**config.mk**
```make
export PLATFORM = sky130hd
export DESIGN_NAME = rc_receiver_frame_decoder
export DESIGN_NICKNAME = d
export VERILOG_FILES = /design/src/rtl/rcfd_pkg.sv /design/src/rtl/rcfd_front.sv /design/src/rtl/rcfd_queue.sv /design/src/rtl/rcfd_back.sv /design/src/rtl/rc_receiver_frame_decoder.sv
export SDC_FILE = /design/constraint.sdc
export NUM_CORES = 1
export LEC_CHECK = 0
export CAP_MARGIN = 10
export CORE_AREA = 2 2 238 240
export DETAILED_ROUTE_END_ITERATION = 6
export DIE_AREA = 0 0 240 242
export DONT_BUFFER_PORTS = 1
export PLACE_DENSITY = 0.63
export SLEW_MARGIN = 20
export SYNTH_ARGS = -nofsm -noshare
export SYNTH_HDL_FRONTEND = slang
export SYNTH_SLANG_ARGS = --single-unit
```
**constraint.sdc**
```tcl
create_clock -name i_clk -period 27.1 [get_ports i_clk]
set_input_delay 0 -clock i_clk [delete_from_list [all_inputs] [get_ports i_clk]]
set_output_delay 0 -clock i_clk [all_outputs]
set_load 0.03 [all_outputs]
```
**src/rtl/rcfd_pkg.sv**
```systemverilog
// Shared types, constants and helpers for the RC receiver frame decoder.
// No dependencies; imported by every module of the block.
package rcfd_pkg;

    localparam int FRAME_BYTES = 18;
    localparam int FRAME_W     = FRAME_BYTES * 8;
    localparam int STORE_DEPTH = FRAME_BYTES - 1;   // last byte is taken straight from the port
    localparam int CNT_W       = $clog2(FRAME_BYTES);
    localparam logic [CNT_W-1:0] LAST_IDX = CNT_W'(FRAME_BYTES - 1);

    localparam int QUEUE_DEPTH = 2;
    localparam int QPTR_W      = $clog2(QUEUE_DEPTH);
    localparam int QCNT_W      = $clog2(QUEUE_DEPTH + 1);

    localparam int STICK_W = 11;
    localparam int WORD_W  = 16;

    localparam logic [STICK_W-1:0] STICK_OFFSET = 11'd1024;
    localparam logic [WORD_W-1:0]  WHEEL_OFFSET = 16'd1024;

    localparam logic [15:0]        GAP_RESET   = 16'd6;
    localparam logic [15:0]        DISC_RESET  = 16'd100;
    localparam logic [STICK_W-1:0] LIMIT_RESET = 11'd660;

    // configuration register indexes (byte address = 4 * index)
    localparam int ADDR_W = 4;
    localparam logic [1:0] REG_GAP   = 2'd0;
    localparam logic [1:0] REG_DISC  = 2'd1;
    localparam logic [1:0] REG_LIMIT = 2'd2;

    // input command codes
    localparam logic CMD_BYTE = 1'b0;
    localparam logic CMD_TICK = 1'b1;

    // switch position codes on the wire and as reported
    localparam logic [1:0] SW_RAW_UP   = 2'd1;
    localparam logic [1:0] SW_RAW_MID  = 2'd3;
    localparam logic [1:0] SW_RAW_DOWN = 2'd2;
    localparam logic [1:0] SW_UNKNOWN  = 2'd0;
    localparam logic [1:0] SW_UP       = 2'd1;
    localparam logic [1:0] SW_MID      = 2'd2;
    localparam logic [1:0] SW_DOWN     = 2'd3;

    typedef enum logic {
        EV_FRAME = 1'b0,
        EV_LOST  = 1'b1
    } t_ev_op;

    typedef struct packed {
        t_ev_op             op;
        logic [FRAME_W-1:0] frame;
    } t_event;

    function automatic logic [1:0] map_switch(input logic [1:0] raw);
        logic [1:0] code;
        unique case (raw)
            SW_RAW_UP:   code = SW_UP;
            SW_RAW_MID:  code = SW_MID;
            SW_RAW_DOWN: code = SW_DOWN;
            default:     code = SW_UNKNOWN;
        endcase
        return code;
    endfunction

endpackage

```
**src/rtl/rcfd_front.sv**
```systemverilog
// Front end: accepts bytes and ticks, assembles the frame, tracks silence and link.
// Emits a frame-complete or link-lost event into the queue. Uses rcfd_pkg.
module rcfd_front (
    input  logic                   i_clk,
    input  logic                   i_rst_n,
    input  logic                   i_accept,
    input  logic                   i_command,
    input  logic [7:0]             i_rx_byte,
    input  logic [15:0]            i_gap_timeout,
    input  logic [15:0]            i_disc_timeout,
    output logic                   o_push,
    output rcfd_pkg::t_event       o_event
);
    import rcfd_pkg::*;

    logic [7:0]       r_frame [STORE_DEPTH];
    logic [CNT_W-1:0] r_count, n_count;
    logic [15:0]      r_silence, n_silence;
    logic             r_link, n_link;
    logic [15:0]      silence_inc;
    logic [FRAME_W-1:0] frame_flat;

    for (genvar k = 0; k < STORE_DEPTH; k++) begin : g_pack
        assign frame_flat[8*k +: 8] = r_frame[k];
    end
    assign frame_flat[FRAME_W-1 -: 8] = i_rx_byte;

    // silence counter saturates
    assign silence_inc = (r_silence != 16'hFFFF) ? r_silence + 16'd1 : r_silence;

    always_comb begin
        n_count        = r_count;
        n_silence      = r_silence;
        n_link         = r_link;
        o_push         = 1'b0;
        o_event.op     = EV_FRAME;
        o_event.frame  = frame_flat;
        if (i_accept) begin
            if (i_command == CMD_TICK) begin
                n_silence = silence_inc;
                if (silence_inc > i_disc_timeout) begin
                    n_link  = 1'b0;
                    n_count = '0;
                    // values are already clear while the link is down
                    if (r_link) begin
                        o_push     = 1'b1;
                        o_event.op = EV_LOST;
                    end
                end
                if (silence_inc > i_gap_timeout) begin
                    n_count = '0;
                end
            end else begin
                n_silence = '0;
                if (r_count == LAST_IDX) begin
                    n_count = '0;
                    n_link  = 1'b1;
                    o_push  = 1'b1;
                end else begin
                    n_count = r_count + CNT_W'(1);
                end
            end
        end
    end

    always_ff @(posedge i_clk) begin
        if (!i_rst_n) begin
            r_count   <= '0;
            r_silence <= '0;
            r_link    <= 1'b0;
        end else begin
            r_count   <= n_count;
            r_silence <= n_silence;
            r_link    <= n_link;
        end
    end

    always_ff @(posedge i_clk) begin
        if (i_accept && i_command == CMD_BYTE && r_count != LAST_IDX) begin
            r_frame[r_count] <= i_rx_byte;
        end
    end

`ifndef SYNTHESIS
    a_byte_clears_silence: assert property (@(posedge i_clk) disable iff (!i_rst_n)
        (i_accept && i_command == CMD_BYTE) |=> (r_silence == '0))
        else $error("silence not cleared by a received byte");
    a_lost_only_when_up: assert property (@(posedge i_clk) disable iff (!i_rst_n)
        (o_push && o_event.op == EV_LOST) |-> (r_link && !n_link))
        else $error("link-lost event without the link going down");
`endif

endmodule

```
**src/rtl/rcfd_queue.sv**
```systemverilog
// Short event queue between the front end and the decoder back end.
// Register-based FIFO of rcfd_pkg::t_event entries. Uses rcfd_pkg.
module rcfd_queue (
    input  logic                   i_clk,
    input  logic                   i_rst_n,
    input  logic                   i_push,
    input  rcfd_pkg::t_event       i_event,
    output logic                   o_not_full,
    input  logic                   i_pop,
    output logic                   o_valid,
    output rcfd_pkg::t_event       o_event
);
    import rcfd_pkg::*;

    t_event            r_mem [QUEUE_DEPTH];
    logic [QPTR_W-1:0] r_wr, r_rd;
    logic [QCNT_W-1:0] r_cnt;
    logic              do_push, do_pop;

    assign o_not_full = (r_cnt != QCNT_W'(QUEUE_DEPTH));
    assign o_valid    = (r_cnt != '0);
    assign o_event    = r_mem[r_rd];
    assign do_push    = i_push && o_not_full;
    assign do_pop     = i_pop && o_valid;

    always_ff @(posedge i_clk) begin
        if (!i_rst_n) begin
            r_wr  <= '0;
            r_rd  <= '0;
            r_cnt <= '0;
        end else begin
            if (do_push) begin
                r_wr <= (r_wr == QPTR_W'(QUEUE_DEPTH - 1)) ? '0 : r_wr + QPTR_W'(1);
            end
            if (do_pop) begin
                r_rd <= (r_rd == QPTR_W'(QUEUE_DEPTH - 1)) ? '0 : r_rd + QPTR_W'(1);
            end
            r_cnt <= r_cnt + QCNT_W'(do_push) - QCNT_W'(do_pop);
        end
    end

    always_ff @(posedge i_clk) begin
        if (do_push) begin
            r_mem[r_wr] <= i_event;
        end
    end

`ifndef SYNTHESIS
    a_no_overflow: assert property (@(posedge i_clk) disable iff (!i_rst_n)
        i_push |-> o_not_full)
        else $error("event pushed into a full queue");
`endif

endmodule

```
**src/rtl/rcfd_back.sv**
```systemverilog
// Back end: unpacks a completed frame or clears on link loss, holds the decoded
// values and presents them as the result item. Uses rcfd_pkg.
module rcfd_back (
    input  logic                          i_clk,
    input  logic                          i_rst_n,
    input  logic                          i_valid,
    input  rcfd_pkg::t_event              i_event,
    output logic                          o_pop,
    input  logic [rcfd_pkg::STICK_W-1:0]  i_stick_limit,
    output logic                          o_out_valid,
    input  logic                          i_out_ready,
    output logic [rcfd_pkg::STICK_W-1:0]  o_stick [4],
    output logic [3:0]                    o_switch_codes,
    output logic [rcfd_pkg::WORD_W-1:0]   o_mouse [3],
    output logic [1:0]                    o_mouse_buttons,
    output logic [15:0]                   o_key_mask,
    output logic [rcfd_pkg::WORD_W-1:0]   o_wheel,
    output logic                          o_link_up
);
    import rcfd_pkg::*;

    logic [7:0]         b [FRAME_BYTES];
    logic [STICK_W-1:0] raw [4];
    logic [STICK_W-1:0] mag [4];
    logic [3:0]         over;
    logic               in_range;

    logic               r_valid;
    logic [STICK_W-1:0] r_stick [4];
    logic [3:0]         r_switch;
    logic [WORD_W-1:0]  r_mouse [3];
    logic [1:0]         r_buttons;
    logic [15:0]        r_keys;
    logic [WORD_W-1:0]  r_wheel;
    logic               r_link;

    for (genvar k = 0; k < FRAME_BYTES; k++) begin : g_bytes
        assign b[k] = i_event.frame[8*k +: 8];
    end

    // 11-bit channels packed LSB first across bytes 0..5
    assign raw[0] = {b[1][2:0], b[0]};
    assign raw[1] = {b[2][5:0], b[1][7:3]};
    assign raw[2] = {b[4][0], b[3], b[2][7:6]};
    assign raw[3] = {b[5][3:0], b[4][7:1]};

    for (genvar s = 0; s < 4; s++) begin : g_mag
        assign mag[s]  = raw[s][STICK_W-1] ? {1'b0, raw[s][STICK_W-2:0]} : STICK_OFFSET - raw[s];
        assign over[s] = (mag[s] > i_stick_limit);
    end
    assign in_range = (over == '0);

    // take a new event when the result slot is empty or being drained
    assign o_pop = i_valid && (!r_valid || i_out_ready);

    always_ff @(posedge i_clk) begin
        if (!i_rst_n) begin
            r_valid   <= 1'b0;
            r_stick   <= '{default: '0};
            r_switch  <= '0;
            r_mouse   <= '{default: '0};
            r_buttons <= '0;
            r_keys    <= '0;
            r_wheel   <= '0;
            r_link    <= 1'b0;
        end else begin
            if (o_pop) begin
                r_valid <= 1'b1;
            end else if (i_out_ready) begin
                r_valid <= 1'b0;
            end
            if (o_pop) begin
                unique case (i_event.op)
                    EV_LOST: begin
                        r_stick   <= '{default: '0};
                        r_switch  <= '0;
                        r_mouse   <= '{default: '0};
                        r_buttons <= '0;
                        r_keys    <= '0;
                        r_wheel   <= '0;
                        r_link    <= 1'b0;
                    end
                    EV_FRAME: begin
                        r_link <= 1'b1;
                        for (int s = 0; s < 4; s++) begin
                            r_stick[s] <= raw[s] ^ STICK_OFFSET;
                        end
                        r_switch <= {map_switch(b[5][7:6]), map_switch(b[5][5:4])};
                        if (in_range) begin
                            r_mouse[0] <= {b[7], b[6]};
                            r_mouse[1] <= {b[9], b[8]};
                            r_mouse[2] <= {b[11], b[10]};
                            r_buttons  <= {b[13] != 8'd0, b[12] != 8'd0};
                            r_keys     <= {b[15], b[14]};
                            r_wheel    <= {b[17], b[16]} - WHEEL_OFFSET;
                        end
                    end
                    default: r_link <= r_link;
                endcase
            end
        end
    end

    assign o_out_valid     = r_valid;
    assign o_stick         = r_stick;
    assign o_switch_codes  = r_switch;
    assign o_mouse         = r_mouse;
    assign o_mouse_buttons = r_buttons;
    assign o_key_mask      = r_keys;
    assign o_wheel         = r_wheel;
    assign o_link_up       = r_link;

`ifndef SYNTHESIS
    a_frame_sets_link: assert property (@(posedge i_clk) disable iff (!i_rst_n)
        (o_pop && i_event.op == EV_FRAME) |=> (o_out_valid && o_link_up))
        else $error("decoded frame did not raise link");
    a_lost_clears: assert property (@(posedge i_clk) disable iff (!i_rst_n)
        (o_pop && i_event.op == EV_LOST) |=>
            (o_out_valid && !o_link_up && o_key_mask == '0 && o_switch_codes == '0))
        else $error("link loss did not clear values");
`endif

endmodule

```
**src/rtl/rc_receiver_frame_decoder.sv**
```systemverilog
// RC receiver frame decoder top level: configuration registers, front end,
// event queue and decoder back end. Uses rcfd_pkg, rcfd_front, rcfd_queue, rcfd_back.
// Throughput: one item (byte or tick) per cycle; input stalls only while the queue is full.
// A result is queued, then decoded into the output register when that slot is free.
// Reset: synchronous active-low; clears counters, link and all decoded values and
// loads the timeout and limit registers with their defaults.
module rc_receiver_frame_decoder (
    input  logic                          i_clk,
    input  logic                          i_rst_n,
    input  logic                          i_in_valid,
    output logic                          o_in_ready,
    input  logic                          i_command,
    input  logic [7:0]                    i_rx_byte,
    output logic                          o_out_valid,
    input  logic                          i_out_ready,
    output logic signed [10:0]            o_right_stick_x,
    output logic signed [10:0]            o_right_stick_y,
    output logic signed [10:0]            o_left_stick_x,
    output logic signed [10:0]            o_left_stick_y,
    output logic [3:0]                    o_switch_codes,
    output logic signed [15:0]            o_mouse_x,
    output logic signed [15:0]            o_mouse_y,
    output logic signed [15:0]            o_mouse_z,
    output logic [1:0]                    o_mouse_buttons,
    output logic [15:0]                   o_key_mask,
    output logic signed [15:0]            o_wheel,
    output logic                          o_link_up,
    input  logic                          psel,
    input  logic                          penable,
    input  logic                          pwrite,
    input  logic [rcfd_pkg::ADDR_W-1:0]   paddr,
    input  logic [31:0]                   pwdata,
    output logic [31:0]                   prdata,
    output logic                          pready
);
    import rcfd_pkg::*;

    logic [15:0]        r_gap, r_disc;
    logic [STICK_W-1:0] r_limit;
    logic               wr_en;
    logic [1:0]         reg_idx;

    logic               accept;
    logic               push, q_not_full, q_valid, pop;
    t_event             push_ev, head_ev;
    logic [STICK_W-1:0] stick [4];
    logic [WORD_W-1:0]  mouse [3];
    logic [WORD_W-1:0]  wheel;

    assign pready  = 1'b1;
    assign reg_idx = paddr[3:2];
    assign wr_en   = psel && penable && pwrite && pready;

    always_ff @(posedge i_clk) begin
        if (!i_rst_n) begin
            r_gap   <= GAP_RESET;
            r_disc  <= DISC_RESET;
            r_limit <= LIMIT_RESET;
        end else if (wr_en) begin
            unique case (reg_idx)
                REG_GAP:   r_gap   <= pwdata[15:0];
                REG_DISC:  r_disc  <= pwdata[15:0];
                REG_LIMIT: r_limit <= pwdata[STICK_W-1:0];
                default:   r_gap   <= r_gap;
            endcase
        end
    end

    always_comb begin
        unique case (reg_idx)
            REG_GAP:   prdata = {16'd0, r_gap};
            REG_DISC:  prdata = {16'd0, r_disc};
            REG_LIMIT: prdata = {{(32-STICK_W){1'b0}}, r_limit};
            default:   prdata = '0;
        endcase
    end

    assign o_in_ready = q_not_full;
    assign accept     = i_in_valid && o_in_ready;

    rcfd_front u_front (
        .i_clk          (i_clk),
        .i_rst_n        (i_rst_n),
        .i_accept       (accept),
        .i_command      (i_command),
        .i_rx_byte      (i_rx_byte),
        .i_gap_timeout  (r_gap),
        .i_disc_timeout (r_disc),
        .o_push         (push),
        .o_event        (push_ev)
    );

    rcfd_queue u_queue (
        .i_clk      (i_clk),
        .i_rst_n    (i_rst_n),
        .i_push     (push),
        .i_event    (push_ev),
        .o_not_full (q_not_full),
        .i_pop      (pop),
        .o_valid    (q_valid),
        .o_event    (head_ev)
    );

    rcfd_back u_back (
        .i_clk           (i_clk),
        .i_rst_n         (i_rst_n),
        .i_valid         (q_valid),
        .i_event         (head_ev),
        .o_pop           (pop),
        .i_stick_limit   (r_limit),
        .o_out_valid     (o_out_valid),
        .i_out_ready     (i_out_ready),
        .o_stick         (stick),
        .o_switch_codes  (o_switch_codes),
        .o_mouse         (mouse),
        .o_mouse_buttons (o_mouse_buttons),
        .o_key_mask      (o_key_mask),
        .o_wheel         (wheel),
        .o_link_up       (o_link_up)
    );

    assign o_right_stick_x = $signed(stick[0]);
    assign o_right_stick_y = $signed(stick[1]);
    assign o_left_stick_x  = $signed(stick[2]);
    assign o_left_stick_y  = $signed(stick[3]);
    assign o_mouse_x       = $signed(mouse[0]);
    assign o_mouse_y       = $signed(mouse[1]);
    assign o_mouse_z       = $signed(mouse[2]);
    assign o_wheel         = $signed(wheel);

endmodule

```
Word-level counts from Yosys, hierarchy flattened. Memories as Yosys holds them, arrays and structs flattened. A register that Yosys moved wholly into a read port is not among the register bits. Index checks and enable logic that the tools add are counted.

Output and inout port bits: 166. Input port bits: 52. Logic and storage cells: 129. Register bits after elaboration: 201. Memory bits (writable): 426. Memories kept: 2.

$lt $le $gt $ge: 6. Equality and inequality tests: 15. Reductions and logical operators: 23. Mux-type cells: 44. Bitwise logic cells: 6. Add/subtract/negate cells: 11.

Memory list: u_queue.r_mem (depth 2, width 145, rd ports 1, clocked after memory_dff 1, write ports 1, line rcfd_queue.sv:15) `t_event r_mem [QUEUE_DEPTH];`; u_front.r_frame (depth 17, width 8, rd ports 17, clocked after memory_dff 0, write ports 1, line rcfd_front.sv:16) `logic [7:0] r_frame [STORE_DEPTH];`.

Operators by type and width (number): case mux 48 bit (2 select lines) (1); case mux 44 bit (2 select lines) (1); 2-to-1 mux 16 bit (4); case mux 16 bit (2 select lines) (2); 2-to-1 mux 48 bit (1); case mux 16 bit (3 select lines) (1); > comparator 11 bit (4); 2-to-1 mux 11 bit (4); subtractor 11 bit (first input constant) (4); > comparator 16 bit (2); 2-to-1 mux 1 bit (20); 2-to-1 mux 5 bit (4); adder 16 x 1 -> 16 bit (second input constant) (1); inequality test 16 bit (second input constant) (1); nonzero test 8 bit (2); subtractor 16 x 11 -> 16 bit (second input constant) (1); case mux 2 bit (3 select lines) (2); == test 2 bit (second input constant) (5); AND reduction 2 bit (5); logical AND 1 bit (8); case mux 4 bit (2 select lines) (1); == test 2 x 1 -> 1 bit (second input constant) (3); inverter 1 bit (6); nonzero test 2 bit (3); other kinds (17) (19).

Logic depth before layout (Yosys ltp). Gate-level depths: netlist of run 1.

Depth in word-level cells: 9. Gate-level depth with buffers: 18. Gate-level depth less buffers: 17.

Hierarchy. A second synthesis of run 1 with hierarchy kept.

Cells, all modules: 1851. Area, all modules: 26050.0 µm².

By module, submodules not included: rcfd_queue (instances 1, cells each 480, sequential area each 8808.4 µm², area an instance 10915.5 µm²); rcfd_front (instances 1, cells each 457, sequential area each 4524.3 µm², area an instance 6567.5 µm²); rcfd_back (instances 1, cells each 675, sequential area each 2642.5 µm², area an instance 6409.9 µm²); rc_receiver_frame_decoder (instances 1, cells each 239, sequential area each 860.8 µm², area an instance 2157.1 µm²).

Least setup slack after synthesis of run 1. OpenSTA, ideal clock, no wires.

Path type: flip-flop to flip-flop. Start: register u_front.r_silence[3]. End: memory u_queue.r_mem[0][0] (netlist bit) (enable). Setup time: 668 ps. Cell stages (with the launch flop): 14. Arrival: 9086 ps. Buffers on the path: 0. Data required time: 26432 ps. Period minus slack after synthesis: 9755 ps. Path slack: 17345 ps. Cell sequence: dfxtp_1 > and4_4 > and4_1 > nand2_1 > nor3_1 > nand3_1 > mux2_2 > ha_1 > nand4_1 > nor2_1 > o21ai_0 > nand2_1 > a21o_1 > nor2b_1.

Cells in the longest elaborated chain, start to end: 9. Elaborated cells between the ends (all ways): 10. Those cells by class: 1 x add/sub; 1 x order compare; 1 x eq/ne; 6 x mux; 1 x reduce/logical.

RTL lines: from (decl) (line rcfd_front.sv:18) `logic [15:0] r_silence, n_silence;`; from (signal assigned) (line rcfd_front.sv:73) `r_silence <= n_silence;`; adder 16 x 1 -> 16 bit / inequality test 16 bit (equally long branches) (line rcfd_front.sv:29) `assign silence_inc = (r_silence != 16'hFFFF) ? r_silence + 16'd1 : r_silence;`; 2-to-1 mux 16 bit * (line rcfd_front.sv:29); > comparator 16 bit * (line rcfd_front.sv:41) `if (silence_inc > i_disc_timeout) begin`; 2-to-1 mux 1 bit * (line rcfd_front.sv:41); 2-to-1 mux 1 bit * (line rcfd_front.sv:39) `if (i_command == CMD_TICK) begin`; 2-to-1 mux 1 bit * (line rcfd_front.sv:38) `if (i_accept) begin`; logical AND 1 bit * (line rcfd_queue.sv:23) `assign do_push = i_push && o_not_full;`; 2-to-1 mux 1 bit * (line rcfd_queue.sv:43) `if (do_push) begin`; 2-to-1 mux 1 bit (implied by the code) * (line rcfd_queue.sv:44) `r_mem[r_wr] <= i_event;`; to (decl) (line rcfd_queue.sv:15).

Every way passes the cells marked *; elsewhere a longest branch is shown, timed or not.

==> results.md, run 1 <==
- Status: complete, no violations
- Post-cts sizing count: 0
- Syn Area/Cell: 13.60 um2
- Clk buf depth: 3
- Total core area: 55730 um2
- Gr usage total: 0.1923
- Critical path class: register to register
- Number of inserted diodes: 0
- Drt pass-1 iters: 5
- Share of post-route cells with drive strength above 1: 0.08824
- Slew Limit Headroom: 0.2775
- H-tree lvl count: 3
- Arrival time at the worst endpoint: 7.02 ns
- Via/cell ratio: 5.385
- Number of synthesized register bits: 628
- CTS Buf Count: 68
- Net count, final: 2023
- Die Footprint: 58080 um2
- Post-synth EDFFs: 426
- Crit-path slowest cell: buf_4
- # hold bufs at CTS: 62
- Slew @ Worst Pin: 1.072 ns
- Fillers: 4757
- First-pass GRT wire length: 84850 um
- Design area: 28320 um2
- Post-DP HPWL: 34560 um
- CP endpoint kind: register
- CTS tree: built
- Hold/Removal Path Class: input port to register
- Fin util: 0.5082
- Vias: 14510
- Hold path startpoint: i_rst_n
- Period utilisation layout: 0.2416
- Ports: 218
- Sink Count: 628
- DRT antenna net count: 0
- Yosys warns: 0
- Req. time, crit path: 27.57 ns
- RSZ-0062 raised after global routing: false
- Most frequent cells in the layout: 426 x edfxtp_1, 201 x dfxtp_1, 143 x nand2_1
- Area Growth Syn to Fin: 14.57%
- F_max: 152.7 MHz
- Synth cell types: 59
- Vias in the first global route: 14370
- Setup tns final: 0 ns
- Num rows: 87
- GRT Residual Overflow: 0
- DR WL/cell: 20.80 um
- Post-DP Area: 25410 um2
- Crit path launch type: register
- Layout Skew: 0.01589 ns
- Pwr per Cell Area: 86.78 nW/um2
- Endpoints failing hold: 0
- Fin crit period: 6.549 ns
- Initial Util: 0.4435
- Clk root buf: clkbuf_16
- Max-cap violations: 0
- Worst-Skew Late Latency: 0.59 ns
- Die X: 240 um
- Number of port buffers: 0
- DRC viols: 0
- Max IR drop VDD: 0.04881 mV
- Largest net degree at the start of global routing: 83
- Cell repeated most along the worst path: buf_4
- Leakage power: 9.653 nW
- Routed WL: 56040 um
- Drt initial violations: 862
- R2R depth: 15
- Asr flop ratio synth: 0
- Cell Chain, Critical Path: buf_4 -> buf_4 -> mux2_2 -> or2_2 -> o31ai_1 -> xor2_1 -> ha_1 -> a21oi_1 -> o21ai_0 -> nor4_1 -> o22ai_1 -> o21ai_0 -> a21oi_4 -> buf_4 -> a2bb2o_1
- Slowest stage delay, CP: 0.85 ns
- Post-synthesis sequential area ratio: 0.6811
- Max Slew Vio Count: 0
- Initial antenna violation count: 3
- Post-Syn Instances: 1817
- Post-CTS setup buffer count: 0
- Ys flop type: edfxtp_1
- Gpl congestion: 0.8331
- Die Ht: 242 um
- Crit Path Max Fanout: 82
- Final Setup Violations: 0
- Hold depth: 2
- Clock transition at path regs: 0.06 ns
- Commonest non-fill, non-tap cell in the layout: edfxtp_1
- Syn Std Cell Area: 24720 um2
- Hold slack final: 0.04587 ns
[registers in the layout, summed over array words and instances, names as in the netlist, named ones only]
signal and flops:
u_queue.r_mem 290, u_front.r_frame 136, u_back.o_mouse 48, u_back.o_stick 44, r_disc 16, r_gap 16, u_back.o_key_mask 16, u_back.o_wheel 16
u_front.r_silence 16, r_limit 11, u_front.r_count 5, u_back.o_switch_codes 4, u_back.o_mouse_buttons 2, u_queue.r_cnt 2, u_back.o_link_up 1, u_back.o_out_valid 1
u_front.r_link 1, u_queue.r_rd 1, u_queue.r_wr 1
[cells by family (layout without fill, tap and decap cells)]
kind of cell / Yosys count / after routing / share of synthesized area
buf+inv: 147 / 253 / 0.02627
flops: 628 / 628 / 0.6811
other cells: 2 / 17 / 0.0003038
compound gates: 324 / 324 / 0.08731
simple gates: 423 / 423 / 0.07850
mux: 154 / 154 / 0.06393
fa+ha+maj: 88 / 88 / 0.04454
xor+xnor: 51 / 51 / 0.01807
[layer usage]
layer | wire (um) | global-route usage | part of all wire
met3 | 2505 | 0.03350 | 0.045
met1 | 24310 | 0.2507 | 0.43
met2 | 28100 | 0.3268 | 0.50
met5 | 11 | 0 | 0.00020
met4 | 1112 | 0.05864 | 0.020
[critical path: cells and delay by family, from the launching register on]
family / cells / cell delay (ns)
muxes: 1 / 0.48
and+or+nand+nor: 2 / 0.79
DFF: 1 / 0.83
buffers and inverters: 3 / 2.07
xor gates and xnor gates: 1 / 0.20
AOI/OAI and AO/OA: 7 / 1.63
adders and majority gates: 1 / 0.27
[report_power, final]
| part | internal, mW | switching [mW] |
|---|---|---|
| sequential | 1.08 | 0.124 |
| clock | 0.525 | 0.373 |
| combinational | 0.136 | 0.221 |
[layout make-up]
cell class                      instances  area (um2)  area share
Timing Repair Buffer                   77       829.5     0.02929
Clock inverter                         35       291.5     0.01029
Sequential cell                       628       16840      0.5946
Inverter                               51       192.7    0.006803
Clock buffer                           90        1896     0.06693
Tap cell                              756       945.9     0.03340
Multi-Input combinational cell       1057        7327      0.2587
[worst paths after layout]
kind,endpoint,slack [ns]
max reg2reg,u_back.o_wheel[10]$_SDFFE_PN0P_,20.55
min,u_front.r_silence[3]$_SDFFE_PN0P_,0.05
min reg2reg,u_queue.r_mem[1][98]$_DFFE_PP_,0.43
max,u_back.o_wheel[10]$_SDFFE_PN0P_,20.55
[through the flow]
step	setup WS (ns)	power (mW)	std cells
2_1_floorplan	17.35	1.478	1832
3_3_place_gp	20.59	1.558	2506
3_5_place_dp	20.53	1.567	2506
4_1_cts	20.51	2.485	2693
5_1_grt	20.23	2.564	2694
6_report	20.55	2.458	2694
[synth_stat cells, types with 3 or more instances]
library cell | instances | area share
clkbuf_1 | 59 | 0.0090
xor2_1 | 11 | 0.0039
a21oi_1 | 114 | 0.023
nand2_1 | 143 | 0.022
o31ai_1 | 5 | 0.0015
o211ai_1 | 14 | 0.0043
or3_1 | 6 | 0.0015
nand3b_1 | 4 | 0.0012
nor2b_1 | 10 | 0.0025
nand3_1 | 29 | 0.0059
buf_4 | 19 | 0.0058
dfxtp_1 | 202 | 0.16
o2bb2ai_1 | 81 | 0.029
o21ai_0 | 39 | 0.0079
nor3_1 | 21 | 0.0043
a31oi_1 | 6 | 0.0015
ha_1 | 88 | 0.045
buf_2 | 14 | 0.0028
a22oi_1 | 28 | 0.0085
mux2i_1 | 126 | 0.051
nor2_1 | 136 | 0.021
a211oi_1 | 9 | 0.0027
nor3b_1 | 4 | 0.0012
inv_1 | 50 | 0.0076
and3_1 | 3 | 0.00076
a21o_1 | 14 | 0.0043
and2_1 | 10 | 0.0025
nand2b_1 | 5 | 0.0013
nor4_1 | 19 | 0.0048
xnor2_1 | 40 | 0.014
mux2_2 | 27 | 0.012
edfxtp_1 | 426 | 0.52
nand4_1 | 23 | 0.0058
No activity file was read; power rests on OpenSTA's default activity.
==> inputs of run 2 (changes only) <==
Clock period 27.1 ns to 6.87 ns, I/O delays scaled along.
==> run 2 against run 1 <==
Net effect:
- power grew to 3.9 times the previous value
- register-to-register slack got worse by 19 ns
- hold slack improved by 0.022 ns
- highest routed layer unchanged
==> results.md, run 2 (synthesis gave the netlist of run 1 again) <==
- Status: complete, no violations
- F_max: 190.7 MHz
- Comb pwr share: 0.153
- H-tree lvl count: 3
- CTS Buf Count: 66
- Int Pwr: 6.851 mW
- Cell Chain, Critical Path: buf_4 -> nor3b_1 -> o21ai_0 -> or3_1 -> or3_1 -> nor4_1 -> ha_1 -> a21oi_1 -> o21ai_0 -> nor4_1 -> o32ai_1 -> or4_4 -> buf_12 -> o2bb2ai_1
- DRT antenna net count: 0
- Sequential Power Share: 0.488
- Clk root buf: clkbuf_16
- Leakage power: 9.628 nW
- Largest net degree at the start of global routing: 134
- Crit path launch type: register
- DR WL/cell: 20.95 um
- Hold/Removal Path Class: input port to register
- Period utilisation layout: 0.7635
- Sink Count: 628
- DRC viols: 0
- Total core area: 55730 um2
- Arrival time at the worst endpoint: 5.75 ns
- Switch share: 0.2909
- Clock transition at path regs: 0.06 ns
- Initial antenna violation count: 2
- Max IR drop VDD: 0.2177 mV
- Slew Limit Headroom: 0.2525
- Via/cell ratio: 5.426
- Drt pass-1 iters: 5
- Max Slew Vio Count: 0
- Setup ws final: 1.625 ns
- Layout Skew: 0.02551 ns
- Post-DP HPWL: 34810 um
- CTS tree: built
- Die X: 240 um
- Worst-Skew Late Latency: 0.59 ns
- Area Growth Syn to Fin: 14.28%
- Max reg flops: 290
- Fin crit period: 5.245 ns
- Clock Power Share: 0.359
- Gr usage total: 0.1934
- Die Ht: 242 um
- Slowest stage delay, CP: 0.81 ns
- Biggest register: u_queue.r_mem
- Slew @ Worst Pin: 1.110 ns
- Endpoints failing hold: 0
- FF/Latch Area: 16840 um2
- Die Footprint: 58080 um2
- Fillers: 4711
- Ports: 218
- Setup tns final: 0 ns
- Drt initial violations: 975
- Num rows: 87
- Most frequent cells in the layout: 426 x edfxtp_1, 201 x dfxtp_1, 143 x nand2_1
- Switching pwr: 2.811 mW
- Commonest non-fill, non-tap cell in the layout: edfxtp_1
- Crit Path Max Fanout: 43
- Overall power: 9.661 mW
- Post-CTS setup buffer count: 0
- Initial Util: 0.4435
- Share of post-route cells with drive strength above 1: 0.08506
- Clk buf depth: 3
- Number of inserted diodes: 0
- Vias: 14560
- Gpl congestion: 0.8512
- Vias in the first global route: 14450
- GRT Residual Overflow: 0
- Net count, final: 2017
- Number of port buffers: 0
- Critical path class: register to register
- CP endpoint kind: register
- First-pass GRT wire length: 85130 um
- RSZ-0062 raised after global routing: false
- Pwr per Cell Area: 342.0 nW/um2
- Max-cap violations: 0
- Final Setup Violations: 0
- Routed WL: 56230 um
- Multi-input gate area: 7331 um2
- DP Worst Slack: 1.701 ns
- Crit-path slowest cell: or4_4
- Req. time, crit path: 7.37 ns
-- run 2: final cells by class --
class | instances | area share
Clock buffer | 95 | 0.06710
Multi-Input combinational cell | 1057 | 0.2595
Tap cell | 756 | 0.03348
Sequential cell | 628 | 0.5961
Timing Repair Buffer | 73 | 0.02923
Clock inverter | 24 | 0.007751
Inverter | 51 | 0.006821
-- run 2: critical path, delay by kind of cell (launching register included) --
family                   cells  cell delay, ns
adder cells (fa/ha/maj)      1            0.31
AO/OA/AOI/OAI                5            0.92
flip-flops                   1            0.47
buffers and inverters        2            0.91
AND/OR/NAND/NOR              6            2.48
-- run 2: metrics by stage --
step / std cells / util / hold slack, ns / instance area, um2
6_report: 2684 / 0.5069 / 0.06809 / 28250
5_1_grt: 2684 / 0.5069 / 0.07743 / 28250
4_1_cts: 2683 / 0.5068 / 0.02342 / 28240
3_5_place_dp: 2509 / 0.4575 / 0.1028 / 25500
3_3_place_gp: 2509 / 0.4575 / 0.1028 / 25500
2_1_floorplan: 1832 / - / 0.09887 / 24780
-- run 2: repair_timing --
| item | CTS | global route |
|---|---|---|
| hold buffers | 55 | 1 |
| gates resized for setup | 0 | 0 |
| hold endpoints to repair | 236 | 9 |
-- run 2: routing by layer --
metal	share of wire	track usage	vias up	wire, um
li1	-	-	6859	-
met1	0.43	0.2496	7225	24100
met2	0.50	0.3275	382	27890
met3	0.052	0.03680	96	2916
met4	0.023	0.06284	2	1308
met5	0.00023	0	-	13
-- run 2: power groups by stage --
stage | clock network [mW] | registers (mW) | logic, mW
final | 3.47 | 4.72 | 1.48
after global routing | 3.72 | 4.74 | 1.64
after CTS | 3.55 | 4.72 | 1.48
after detailed placement | 0 | 4.80 | 1.41
after global placement | 0 | 4.80 | 1.38
after floorplan | 0 | 4.73 | 1.09
-- run 2: final timing paths --
path	cells after the start	start	slack [ns]	to
setup / recovery	14	register	1.63	u_back.o_mouse[31]$_SDFFE_PN0P_
hold / removal	3	paddr[2]	0.07	r_disc[13]$_SDFFE_PN0P_
setup reg to reg	14	register	1.63	u_back.o_mouse[31]$_SDFFE_PN0P_
hold reg to reg	0	u_front.r_frame[1][7]$_DFFE_PP_	0.44	u_queue.r_mem[0][15]$_DFFE_PP_
